[config.mk]
export PLATFORM = sky130hd
export DESIGN_NAME = unsorted_array_priority_queue
export DESIGN_NICKNAME = d
export VERILOG_FILES = /design/src/uapq_pkg.sv /design/src/uapq_ram.sv /design/src/uapq_ctrl.sv /design/src/uapq_dpath.sv /design/src/unsorted_array_priority_queue.sv
export SDC_FILE = /design/constraint.sdc
export NUM_CORES = 2
export LEC_CHECK = 0
export BUFFER_PORTS_ARGS = -buffer_cell sky130_fd_sc_hd__buf_2
export CAP_MARGIN = 20
export CORE_MARGIN = 5
export CORE_UTILIZATION = 35
export CTS_CLUSTER_DIAMETER = 120
export DETAILED_ROUTE_END_ITERATION = 6
export SETUP_SLACK_MARGIN = 0.2
export SYNTH_ARGS = -nofsm -noshare
export SYNTH_HDL_FRONTEND = slang
export SYNTH_SLANG_ARGS = --single-unit
[constraint.sdc]
create_clock -name clock -period 12.62 [get_ports clock]
set_input_delay 1.262 -clock clock [delete_from_list [all_inputs] [get_ports clock]]
set_output_delay 1.262 -clock clock [all_outputs]
set_load 0.05 [all_outputs]
[src/uapq_pkg.sv]
// ----------------------------------------------------------------------------
// uapq_pkg
// Shared types and codes for the unsorted-array priority queue: beat
// payloads, result status codes, operation codes and the controller states.
// ----------------------------------------------------------------------------
`default_nettype none

package uapq_pkg;

   // Operation codes carried in the request beat
   localparam logic OP_ENQUEUE = 1'b0;
   localparam logic OP_DEQUEUE = 1'b1;

   // Result status codes
   localparam logic [1:0] STATUS_OK    = 2'd0;
   localparam logic [1:0] STATUS_FULL  = 2'd1;
   localparam logic [1:0] STATUS_EMPTY = 2'd2;

   // Width of the capacity register and of the reported occupancy
   localparam int CAP_WIDTH = 6;
   localparam logic [CAP_WIDTH-1:0] CAP_RESET = 6'd32;

   typedef struct packed {
      logic               op;
      logic signed [31:0] key_in;
      logic signed [31:0] priority_in;
   } req_type;

   typedef struct packed {
      logic signed [31:0]    key_out;
      logic [1:0]            status;
      logic [CAP_WIDTH-1:0]  occupancy;
   } rsp_type;

   // Controller states
   typedef enum logic [2:0] {
      ST_IDLE,
      ST_DECODE,
      ST_SCAN,
      ST_SCAN_WAIT,
      ST_SHIFT_SETUP,
      ST_SHIFT,
      ST_SHIFT_WAIT,
      ST_FINISH
   } state_type;

   // Commands from controller to datapath
   typedef struct packed {
      logic load_req;
      logic ptr_clear;
      logic ptr_load_best;
      logic rd_scan;
      logic rd_shift;
      logic commit;
   } cmd_type;

   // Status from datapath to controller
   typedef struct packed {
      logic op;
      logic queue_empty;
      logic ptr_at_last;
      logic shift_none;
      logic rsp_free;
   } stat_type;

endpackage

`default_nettype wire

[src/uapq_ram.sv]
// ----------------------------------------------------------------------------
// uapq_ram
// Generic single-write, single-read RAM with a registered read port.
// ----------------------------------------------------------------------------
`default_nettype none

module uapq_ram #(
   parameter int WIDTH = 64,
   parameter int DEPTH = 32
) (
   input  wire logic                     clock,
   input  wire logic                     wr_en,
   input  wire logic [$clog2(DEPTH)-1:0] wr_addr,
   input  wire logic [WIDTH-1:0]         wr_data,
   input  wire logic                     rd_en,
   input  wire logic [$clog2(DEPTH)-1:0] rd_addr,
   output logic      [WIDTH-1:0]         rd_data
);

   logic [WIDTH-1:0] mem_ff [DEPTH];
   logic [WIDTH-1:0] rd_data_ff;

   // Write port
   always_ff @(posedge clock) begin
      if (wr_en) begin
         mem_ff[wr_addr] <= wr_data;
      end
   end

   // Registered read port
   always_ff @(posedge clock) begin
      if (rd_en) begin
         rd_data_ff <= mem_ff[rd_addr];
      end
   end

   assign rd_data = rd_data_ff;

endmodule

`default_nettype wire

[src/uapq_ctrl.sv]
// ----------------------------------------------------------------------------
// uapq_ctrl
// Sequencer for the priority queue: decodes a request beat, steps the
// minimum scan and the shift-down, and commits the result.
// ----------------------------------------------------------------------------
`default_nettype none

module uapq_ctrl
   import uapq_pkg::*;
(
   input  wire logic     clock,
   input  wire logic     reset,
   input  wire logic     req_valid,
   output logic          req_stall,
   input  wire stat_type stat,
   output cmd_type       cmd
);

   state_type state_ff;
   state_type state_in;

   // State register
   always_ff @(posedge clock) begin
      if (reset) begin
         state_ff <= ST_IDLE;
      end else begin
         state_ff <= state_in;
      end
   end

   // Next state and commands
   always_comb begin
      state_in  = state_ff;
      cmd       = '0;
      req_stall = 1'b1;
      unique case (state_ff)
         ST_IDLE: begin
            req_stall = 1'b0;
            if (req_valid) begin
               cmd.load_req  = 1'b1;
               cmd.ptr_clear = 1'b1;
               state_in      = ST_DECODE;
            end
         end
         ST_DECODE: begin
            if (stat.op == OP_DEQUEUE && !stat.queue_empty) begin
               state_in = ST_SCAN;
            end else begin
               state_in = ST_FINISH;
            end
         end
         // Issue one read per cycle over the held entries
         ST_SCAN: begin
            cmd.rd_scan = 1'b1;
            if (stat.ptr_at_last) begin
               state_in = ST_SCAN_WAIT;
            end
         end
         // Last compare lands this cycle
         ST_SCAN_WAIT: begin
            state_in = ST_SHIFT_SETUP;
         end
         ST_SHIFT_SETUP: begin
            cmd.ptr_load_best = 1'b1;
            if (stat.shift_none) begin
               state_in = ST_FINISH;
            end else begin
               state_in = ST_SHIFT;
            end
         end
         // Read entry i+1, write it to i on the next cycle
         ST_SHIFT: begin
            cmd.rd_shift = 1'b1;
            if (stat.ptr_at_last) begin
               state_in = ST_SHIFT_WAIT;
            end
         end
         ST_SHIFT_WAIT: begin
            state_in = ST_FINISH;
         end
         // Commit once the output register can take the beat
         ST_FINISH: begin
            if (stat.rsp_free) begin
               cmd.commit = 1'b1;
               state_in   = ST_IDLE;
            end
         end
         default: begin
            state_in = ST_IDLE;
         end
      endcase
   end

endmodule

`default_nettype wire

[src/uapq_dpath.sv]
// ----------------------------------------------------------------------------
// uapq_dpath
// Datapath for the priority queue: entry RAM, occupancy and capacity
// registers, scan pointer, running minimum and the output register.
// ----------------------------------------------------------------------------
`default_nettype none

module uapq_dpath
   import uapq_pkg::*;
#(
   parameter int DEPTH = 32
) (
   input  wire logic                 clock,
   input  wire logic                 reset,
   input  wire req_type              req_data,
   output rsp_type                   rsp_data,
   output logic                      rsp_valid,
   input  wire logic                 rsp_stall,
   input  wire logic                 csr_wr_en,
   input  wire logic [CAP_WIDTH-1:0] csr_wr_data,
   input  wire cmd_type              cmd,
   output stat_type                  stat
);

   localparam int AW   = $clog2(DEPTH);
   localparam int CW   = $clog2(DEPTH + 1);
   localparam int CMPW = (CW > CAP_WIDTH) ? CW : CAP_WIDTH;
   localparam logic [CW-1:0] DEPTH_CNT = CW'(DEPTH);

   // Request payload
   logic               op_ff;
   logic signed [31:0] key_ff;
   logic signed [31:0] prio_ff;

   // Control registers
   logic [CW-1:0]        count_ff, count_in;
   logic [CAP_WIDTH-1:0] cap_ff;
   logic [AW-1:0]        ptr_ff, ptr_in;
   logic                 rd_scan_ff, rd_shift_ff;
   logic [AW-1:0]        rd_idx_ff;
   logic                 rsp_valid_ff;

   // Running minimum
   logic [AW-1:0]      best_idx_ff;
   logic signed [31:0] best_prio_ff;
   logic signed [31:0] best_key_ff;

   rsp_type rsp_data_ff, rsp_data_in;

   // RAM ports
   logic               wr_en;
   logic [AW-1:0]      wr_addr;
   logic [63:0]        wr_data;
   logic               rd_en;
   logic [63:0]        rd_data;
   logic signed [31:0] rd_key;
   logic signed [31:0] rd_prio;

   logic          queue_full;
   logic          queue_empty;
   logic [CW-1:0] count_m1;
   logic [CW-1:0] best_p1;

   assign queue_empty = (count_ff == '0);
   assign queue_full  = (count_ff == DEPTH_CNT) ||
                        (CMPW'(count_ff) >= CMPW'(cap_ff));
   assign count_m1    = count_ff - 1'b1;
   assign best_p1     = CW'(best_idx_ff) + 1'b1;

   assign rd_key  = rd_data[63:32];
   assign rd_prio = rd_data[31:0];

   // Status toward the controller
   always_comb begin
      stat.op          = op_ff;
      stat.queue_empty = queue_empty;
      stat.ptr_at_last = (CW'(ptr_ff) == count_m1);
      stat.shift_none  = (best_p1 == count_ff);
      stat.rsp_free    = !rsp_valid_ff || !rsp_stall;
   end

   // Capture the request beat
   always_ff @(posedge clock) begin
      if (cmd.load_req) begin
         op_ff   <= req_data.op;
         key_ff  <= req_data.key_in;
         prio_ff <= req_data.priority_in;
      end
   end

   // Capacity register
   always_ff @(posedge clock) begin
      if (reset) begin
         cap_ff <= CAP_RESET;
      end else if (csr_wr_en) begin
         cap_ff <= csr_wr_data;
      end
   end

   // Scan and shift pointer
   always_comb begin
      ptr_in = ptr_ff;
      if (cmd.ptr_clear) begin
         ptr_in = '0;
      end else if (cmd.ptr_load_best) begin
         ptr_in = AW'(best_p1);
      end else if (cmd.rd_scan || cmd.rd_shift) begin
         ptr_in = ptr_ff + 1'b1;
      end
   end

   assign rd_en = cmd.rd_scan || cmd.rd_shift;

   // Track which read is in flight
   always_ff @(posedge clock) begin
      if (reset) begin
         ptr_ff      <= '0;
         rd_scan_ff  <= 1'b0;
         rd_shift_ff <= 1'b0;
      end else begin
         ptr_ff      <= ptr_in;
         rd_scan_ff  <= cmd.rd_scan;
         rd_shift_ff <= cmd.rd_shift;
      end
   end

   always_ff @(posedge clock) begin
      if (rd_en) begin
         rd_idx_ff <= ptr_ff;
      end
   end

   // Keep the earliest entry with the smallest priority
   always_ff @(posedge clock) begin
      if (rd_scan_ff && (rd_idx_ff == '0 || rd_prio < best_prio_ff)) begin
         best_idx_ff  <= rd_idx_ff;
         best_prio_ff <= rd_prio;
         best_key_ff  <= rd_key;
      end
   end

   // Write port: shift-down writes or the enqueue append
   always_comb begin
      if (rd_shift_ff) begin
         wr_en   = 1'b1;
         wr_addr = rd_idx_ff - 1'b1;
         wr_data = rd_data;
      end else begin
         wr_en   = cmd.commit && (op_ff == OP_ENQUEUE) && !queue_full;
         wr_addr = AW'(count_ff);
         wr_data = {key_ff, prio_ff};
      end
   end

   uapq_ram #(
      .WIDTH (64),
      .DEPTH (DEPTH)
   ) u_ram (
      .clock   (clock),
      .wr_en   (wr_en),
      .wr_addr (wr_addr),
      .wr_data (wr_data),
      .rd_en   (rd_en),
      .rd_addr (ptr_ff),
      .rd_data (rd_data)
   );

   // Result and new occupancy at commit
   always_comb begin
      count_in            = count_ff;
      rsp_data_in.key_out = '0;
      rsp_data_in.status  = STATUS_OK;
      if (op_ff == OP_ENQUEUE) begin
         if (queue_full) begin
            rsp_data_in.status = STATUS_FULL;
         end else begin
            count_in = count_ff + 1'b1;
         end
      end else begin
         if (queue_empty) begin
            rsp_data_in.status = STATUS_EMPTY;
         end else begin
            count_in            = count_m1;
            rsp_data_in.key_out = best_key_ff;
         end
      end
      rsp_data_in.occupancy = CAP_WIDTH'(count_in);
   end

   always_ff @(posedge clock) begin
      if (reset) begin
         count_ff <= '0;
      end else if (cmd.commit) begin
         count_ff <= count_in;
      end
   end

   // Output register: load on commit, drop when the beat is taken
   always_ff @(posedge clock) begin
      if (reset) begin
         rsp_valid_ff <= 1'b0;
      end else if (cmd.commit) begin
         rsp_valid_ff <= 1'b1;
      end else if (!rsp_stall) begin
         rsp_valid_ff <= 1'b0;
      end
   end

   always_ff @(posedge clock) begin
      if (cmd.commit) begin
         rsp_data_ff <= rsp_data_in;
      end
   end

   assign rsp_valid = rsp_valid_ff;
   assign rsp_data  = rsp_data_ff;

endmodule

`default_nettype wire

[src/unsorted_array_priority_queue.sv]
// ----------------------------------------------------------------------------
// unsorted_array_priority_queue
// Priority queue of (key, priority) entries kept unsorted in one RAM.
// ----------------------------------------------------------------------------
// An enqueue appends at the tail, or reports full once the occupancy reaches
// the capacity register (saturated at DEPTH). A dequeue reads every held
// entry through the single RAM read port to find the smallest signed
// priority (earliest on ties), then moves each later entry down one place,
// one entry per cycle through the same port; a dequeue on an empty queue
// reports empty. One request is handled at a time; the result sits in an
// output register, and the next request is taken as soon as the previous
// one has been committed to it. Every result reports the occupancy after
// the operation.
// ----------------------------------------------------------------------------
`default_nettype none

module unsorted_array_priority_queue
   import uapq_pkg::*;
#(
   parameter int DEPTH = 32
) (
   input  wire logic                 clock,
   input  wire logic                 reset,
   input  wire logic                 req_valid,
   output logic                      req_stall,
   input  wire req_type              req_data,
   output logic                      rsp_valid,
   input  wire logic                 rsp_stall,
   output rsp_type                   rsp_data,
   input  wire logic                 csr_wr_en,
   input  wire logic [CAP_WIDTH-1:0] csr_wr_data
);

   cmd_type  cmd;
   stat_type stat;

   // Sequencer
   uapq_ctrl u_ctrl (
      .clock     (clock),
      .reset     (reset),
      .req_valid (req_valid),
      .req_stall (req_stall),
      .stat      (stat),
      .cmd       (cmd)
   );

   // Storage and arithmetic
   uapq_dpath #(
      .DEPTH (DEPTH)
   ) u_dpath (
      .clock       (clock),
      .reset       (reset),
      .req_data    (req_data),
      .rsp_data    (rsp_data),
      .rsp_valid   (rsp_valid),
      .rsp_stall   (rsp_stall),
      .csr_wr_en   (csr_wr_en),
      .csr_wr_data (csr_wr_data),
      .cmd         (cmd),
      .stat        (stat)
   );

endmodule

`default_nettype wire

==> reports/summary.log <==
INFO  detailed_routing drt_pass1_iterations=6
INFO  finish         layout.cells.most_common_list=sky130_fd_sc_hd__edfxtp_1, sky130_fd_sc_hd__mux4_2, sky130_fd_sc_hd__clkbuf_16
INFO  yosys          postSynthRegisterBits=2,314
INFO  yosys          synth_enable_flop_cells=2,291
INFO  floorplan      dieWidth=513um
INFO  clock_tree     cts_root_buffer=sky130_fd_sc_hd__clkbuf_16
INFO  pwr            power.total=17.1mW
INFO  clock_tree     postCtsResizedCells=0
INFO  timing         fmax=190MHz
INFO  yosys          synth.net_count=3,800
INFO  global_route   global_route_wire_length_before_repair=312,000um
INFO  yosys          synth.avg_cell_area=24.1um2
INFO  global_route   grt_max_degree=147
INFO  finish         fraction_of_layout_cells_with_a_size_suffix_above_1=33.0%
INFO  clock_tree     h_tree_lvls=4
INFO  timing         fin_crit=5.25ns
INFO  detailed_routing postRouteAntennaNets=0
INFO  yosys          netlist_area=88,600um2
INFO  global_route   grt_usage=16.4%
INFO  timing         setup_viol=0
INFO  clock_tree     post_cts_hold_buffer_count=0
INFO  detailed_routing wirelength=219,000um
INFO  finish         final_net_count=4,055
INFO  worst_setup_path worstSetupStartpoint=u_dpath.count_ff[0]$_SDFFE_PP0P_
INFO  floorplan      rows=184
INFO  clock_tree     reg_clk_slew_reported_paths=0.07ns
INFO  pwr            p_leak=30.6nW
INFO  yosys          async_reset_ff_share=0%
INFO  detailed_routing detailed_route_wire_length_per_cell=29.3um
INFO  worst_setup_path critPathRequiredTime=13.06ns
INFO  timing         timing.final.crit_share=41.6%
INFO  worst_setup_path setup.worst_path.start_class=flip-flop
INFO  floorplan      core=252,000um2
INFO  timing         headroom_to_the_max_slew_limit=19.8%
INFO  timing         timing_worst_slew_pin_value=1.20ns
INFO  clock_tree     clkLatencyLatePin=0.88ns
INFO  pwr            power-per-cell-area=169nW/um2
INFO  finish         mostFrequentLayoutCell=sky130_fd_sc_hd__edfxtp_1
INFO  placement      port-buffer-count=117
INFO  yosys          synth_sequential_area_ratio=78.2%
INFO  clock_tree     cts_tree=done
INFO  floorplan      die_h=513um
INFO  yosys          yosysWarnings=0
INFO  yosys          ys_dominant_reg_cell=sky130_fd_sc_hd__edfxtp_1
INFO  worst_setup_path timing.setup.critical_path_class=flip-flop to flip-flop
INFO  clock_tree     numCtsBuffers=229
INFO  detailed_routing post-route-drc-count=0
INFO  pwr            power.ir.vdd_worst=130uV
INFO  global_route   first_global_vias=41,500
INFO  floorplan      floorplan.die_area=263,000um2
INFO  timing         slew_viols_final=0
INFO  global_route   globalRouteOverflowTotal=0
INFO  clock_tree     clock-sinks=2,314
INFO  floorplan      pin_count=118
INFO  timing         grt_setup_unrepaired=false
INFO  worst_setup_path crit_path_max_fanout=42
INFO  placement      gp_routability_congestion=0.761
INFO  detailed_routing dr_total_vias=40,000
INFO  worst_setup_path critical_path.endpoint_type=flip-flop
INFO  timing         final-hold-violation-count=0
INFO  run_status     status=completed
INFO  clock_tree     clock_tree.buffer_depth=3
INFO  worst_hold_path hold_path.class=flip-flop to flip-flop
INFO  clock_tree     cts.repair_timing.setup_buffer_count=0
INFO  timing         setup_tns=0ns
INFO  worst_setup_path worst_ep_arrival_time=5.69ns
INFO  detailed_routing average_via_count_per_standard_cell=5.34
INFO  worst_setup_path critical_path.reg2reg.startpoint=u_dpath.count_ff[0]$_SDFFE_PP0P_
INFO  detailed_routing detailedRoute.firstIterationViolations=4,302
INFO  yosys          synth_cell_types=60
INFO  global_route   number_of_antenna_violations_at_the_first_check_in_global_routing=13
INFO  placement      place_hpwl=114,000um
INFO  yosys          postSynthCellCount=3,680
INFO  floorplan      starting_density=35.2%
INFO  finish         area.growth.synth_to_final=14.3%
INFO  timing         fin_skew=0.0728ns
INFO  flow_run       max_cap_violations=0
INFO  worst_hold_path holdCritStartpoint=u_dpath.u_ram.rd_data[54]$_DFFE_PP_
==> state kept, by name, summed over array words and instances (netlist names), 3 cells and up <==
register and count:
u_dpath.prio_ff 32, u_dpath.rsp_data 40, u_dpath.u_ram.mem_ff 2048, u_dpath.best_prio_ff 32
u_dpath.key_ff 32, u_dpath.cap_ff 6, u_dpath.u_ram.rd_data 64, u_ctrl.state_ff 3
u_dpath.best_idx_ff 5, u_dpath.ptr_ff 5, u_dpath.best_key_ff 32, u_dpath.rd_idx_ff 5
u_dpath.count_ff 6
==> through the flow <==
stage / worst slack [ns] / instances / util (%) / hold WS [ns] / cell area [um2]
2_1_floorplan: 6.96 / 3680 / - / 0.403 / 88600
3_3_place_gp: 6.47 / 7051 / 37.2 / 0.436 / 93600
3_5_place_dp: 6.54 / 7051 / 37.2 / 0.439 / 93600
4_1_cts: 7.42 / 7474 / 40.2 / 0.452 / 101000
5_1_grt: 7.28 / 7480 / 40.2 / 0.462 / 101000
6_report: 7.37 / 7486 / 40.2 / 0.456 / 101000
==> layout make-up <==
type                       instances  area [um2]
antenna                           11        27.5
clock buffer                     273        5980
clock inverter                   150        1630
fill                           21800      150000
inverter                          46         173
multi-input combinational       1136       18600
sequential                      2314       69300
tap                             3348        4190
timing repair buffer             208        1380
==> worst max-delay path, stage by stage, from the launching register on <==
cell and delay (ns):
sky130_fd_sc_hd__dfxtp_1 0.62, sky130_fd_sc_hd__inv_1 0.20, sky130_fd_sc_hd__ha_1 0.31, sky130_fd_sc_hd__nand2b_1 0.14
sky130_fd_sc_hd__a21o_1 0.18, sky130_fd_sc_hd__a211o_1 0.39, sky130_fd_sc_hd__a211oi_1 0.71, sky130_fd_sc_hd__o21ai_1 0.42
sky130_fd_sc_hd__nor2_4 0.89, sky130_fd_sc_hd__buf_4 0.90
==> worst paths after layout <==
| check | to | slack [ns] | cells past startpoint |
|---|---|---|---|
| worst max-delay path | u_dpath.u_ram.mem_ff[20][10]$_DFFE_PP_ | 7.37 | 9 |
| worst min-delay path | u_dpath.best_key_ff[22]$_DFFE_PP_ | 0.46 | 0 |
| worst max register to register | u_dpath.u_ram.mem_ff[20][10]$_DFFE_PP_ | 7.37 | 9 |
| worst min register to register | u_dpath.best_key_ff[22]$_DFFE_PP_ | 0.46 | 0 |
==> synth_stat cells (2+ instances only) <==
cell	n	share of area [%]
sky130_fd_sc_hd__edfxtp_1	2291	78
sky130_fd_sc_hd__mux4_2	640	16
sky130_fd_sc_hd__mux2_2	129	1.6
sky130_fd_sc_hd__clkbuf_1	94	0.40
sky130_fd_sc_hd__nor2_1	62	0.26
sky130_fd_sc_hd__inv_1	45	0.19
sky130_fd_sc_hd__ha_1	44	0.62
sky130_fd_sc_hd__buf_1	43	0.18
sky130_fd_sc_hd__and3_1	35	0.25
sky130_fd_sc_hd__a21oi_1	30	0.17
sky130_fd_sc_hd__buf_2	28	0.16
sky130_fd_sc_hd__nand2_1	24	0.10
sky130_fd_sc_hd__dfxtp_1	23	0.52
sky130_fd_sc_hd__nor3_1	17	0.096
sky130_fd_sc_hd__buf_4	16	0.14
sky130_fd_sc_hd__xnor2_1	14	0.14
sky130_fd_sc_hd__a211oi_1	13	0.11
sky130_fd_sc_hd__nand3_1	12	0.068
sky130_fd_sc_hd__o21ai_0	12	0.068
sky130_fd_sc_hd__xor2_1	9	0.089
sky130_fd_sc_hd__mux2i_1	8	0.090
sky130_fd_sc_hd__o21ai_1	8	0.045
sky130_fd_sc_hd__nand4_1	7	0.049
sky130_fd_sc_hd__a21o_1	6	0.051
sky130_fd_sc_hd__a31oi_1	6	0.042
sky130_fd_sc_hd__nor2b_1	6	0.042
sky130_fd_sc_hd__nor3b_1	4	0.034
sky130_fd_sc_hd__a221o_1	3	0.034
sky130_fd_sc_hd__a2bb2oi_1	3	0.030
sky130_fd_sc_hd__a311oi_1	3	0.030
sky130_fd_sc_hd__buf_6	3	0.038
sky130_fd_sc_hd__nand2b_1	3	0.021
sky130_fd_sc_hd__o211ai_1	3	0.025
sky130_fd_sc_hd__o311ai_0	3	0.030
sky130_fd_sc_hd__or3_1	3	0.021
sky130_fd_sc_hd__a221oi_1	2	0.020
sky130_fd_sc_hd__and2_1	2	0.014
sky130_fd_sc_hd__and4_1	2	0.020
sky130_fd_sc_hd__o22ai_1	2	0.014
sky130_fd_sc_hd__or4_1	2	0.017
==> kinds of logic after synthesis <==
kind of cell / count (synthesis) / synth area share (%)
DFF: 2314 / 78.2
muxes: 777 / 18.0
buffers and inverters: 230 / 1.11
and+or+nand+nor: 187 / 1.07
AOI/OAI and AO/OA: 105 / 0.781
adders and majority gates: 44 / 0.622
xor gates and xnor gates: 23 / 0.227
==> power by group <==
group	switching [mW]	total (mW)	internal (mW)
clock network	2.93	6.83	3.90
registers	0.0991	8.79	8.69
logic	0.825	1.51	0.688
total	3.85	17.1	13.3
==> layer usage <==
| layer | GRT usage, % | share of wire (%) |
|---|---|---|
| met1 | 22.3 | 41 |
| met2 | 27.2 | 50 |
| met3 | 2.63 | 6.0 |
| met4 | 5.44 | 3.2 |
| met5 | 0 | 0.021 |
(Power assumes the default switching activity.)
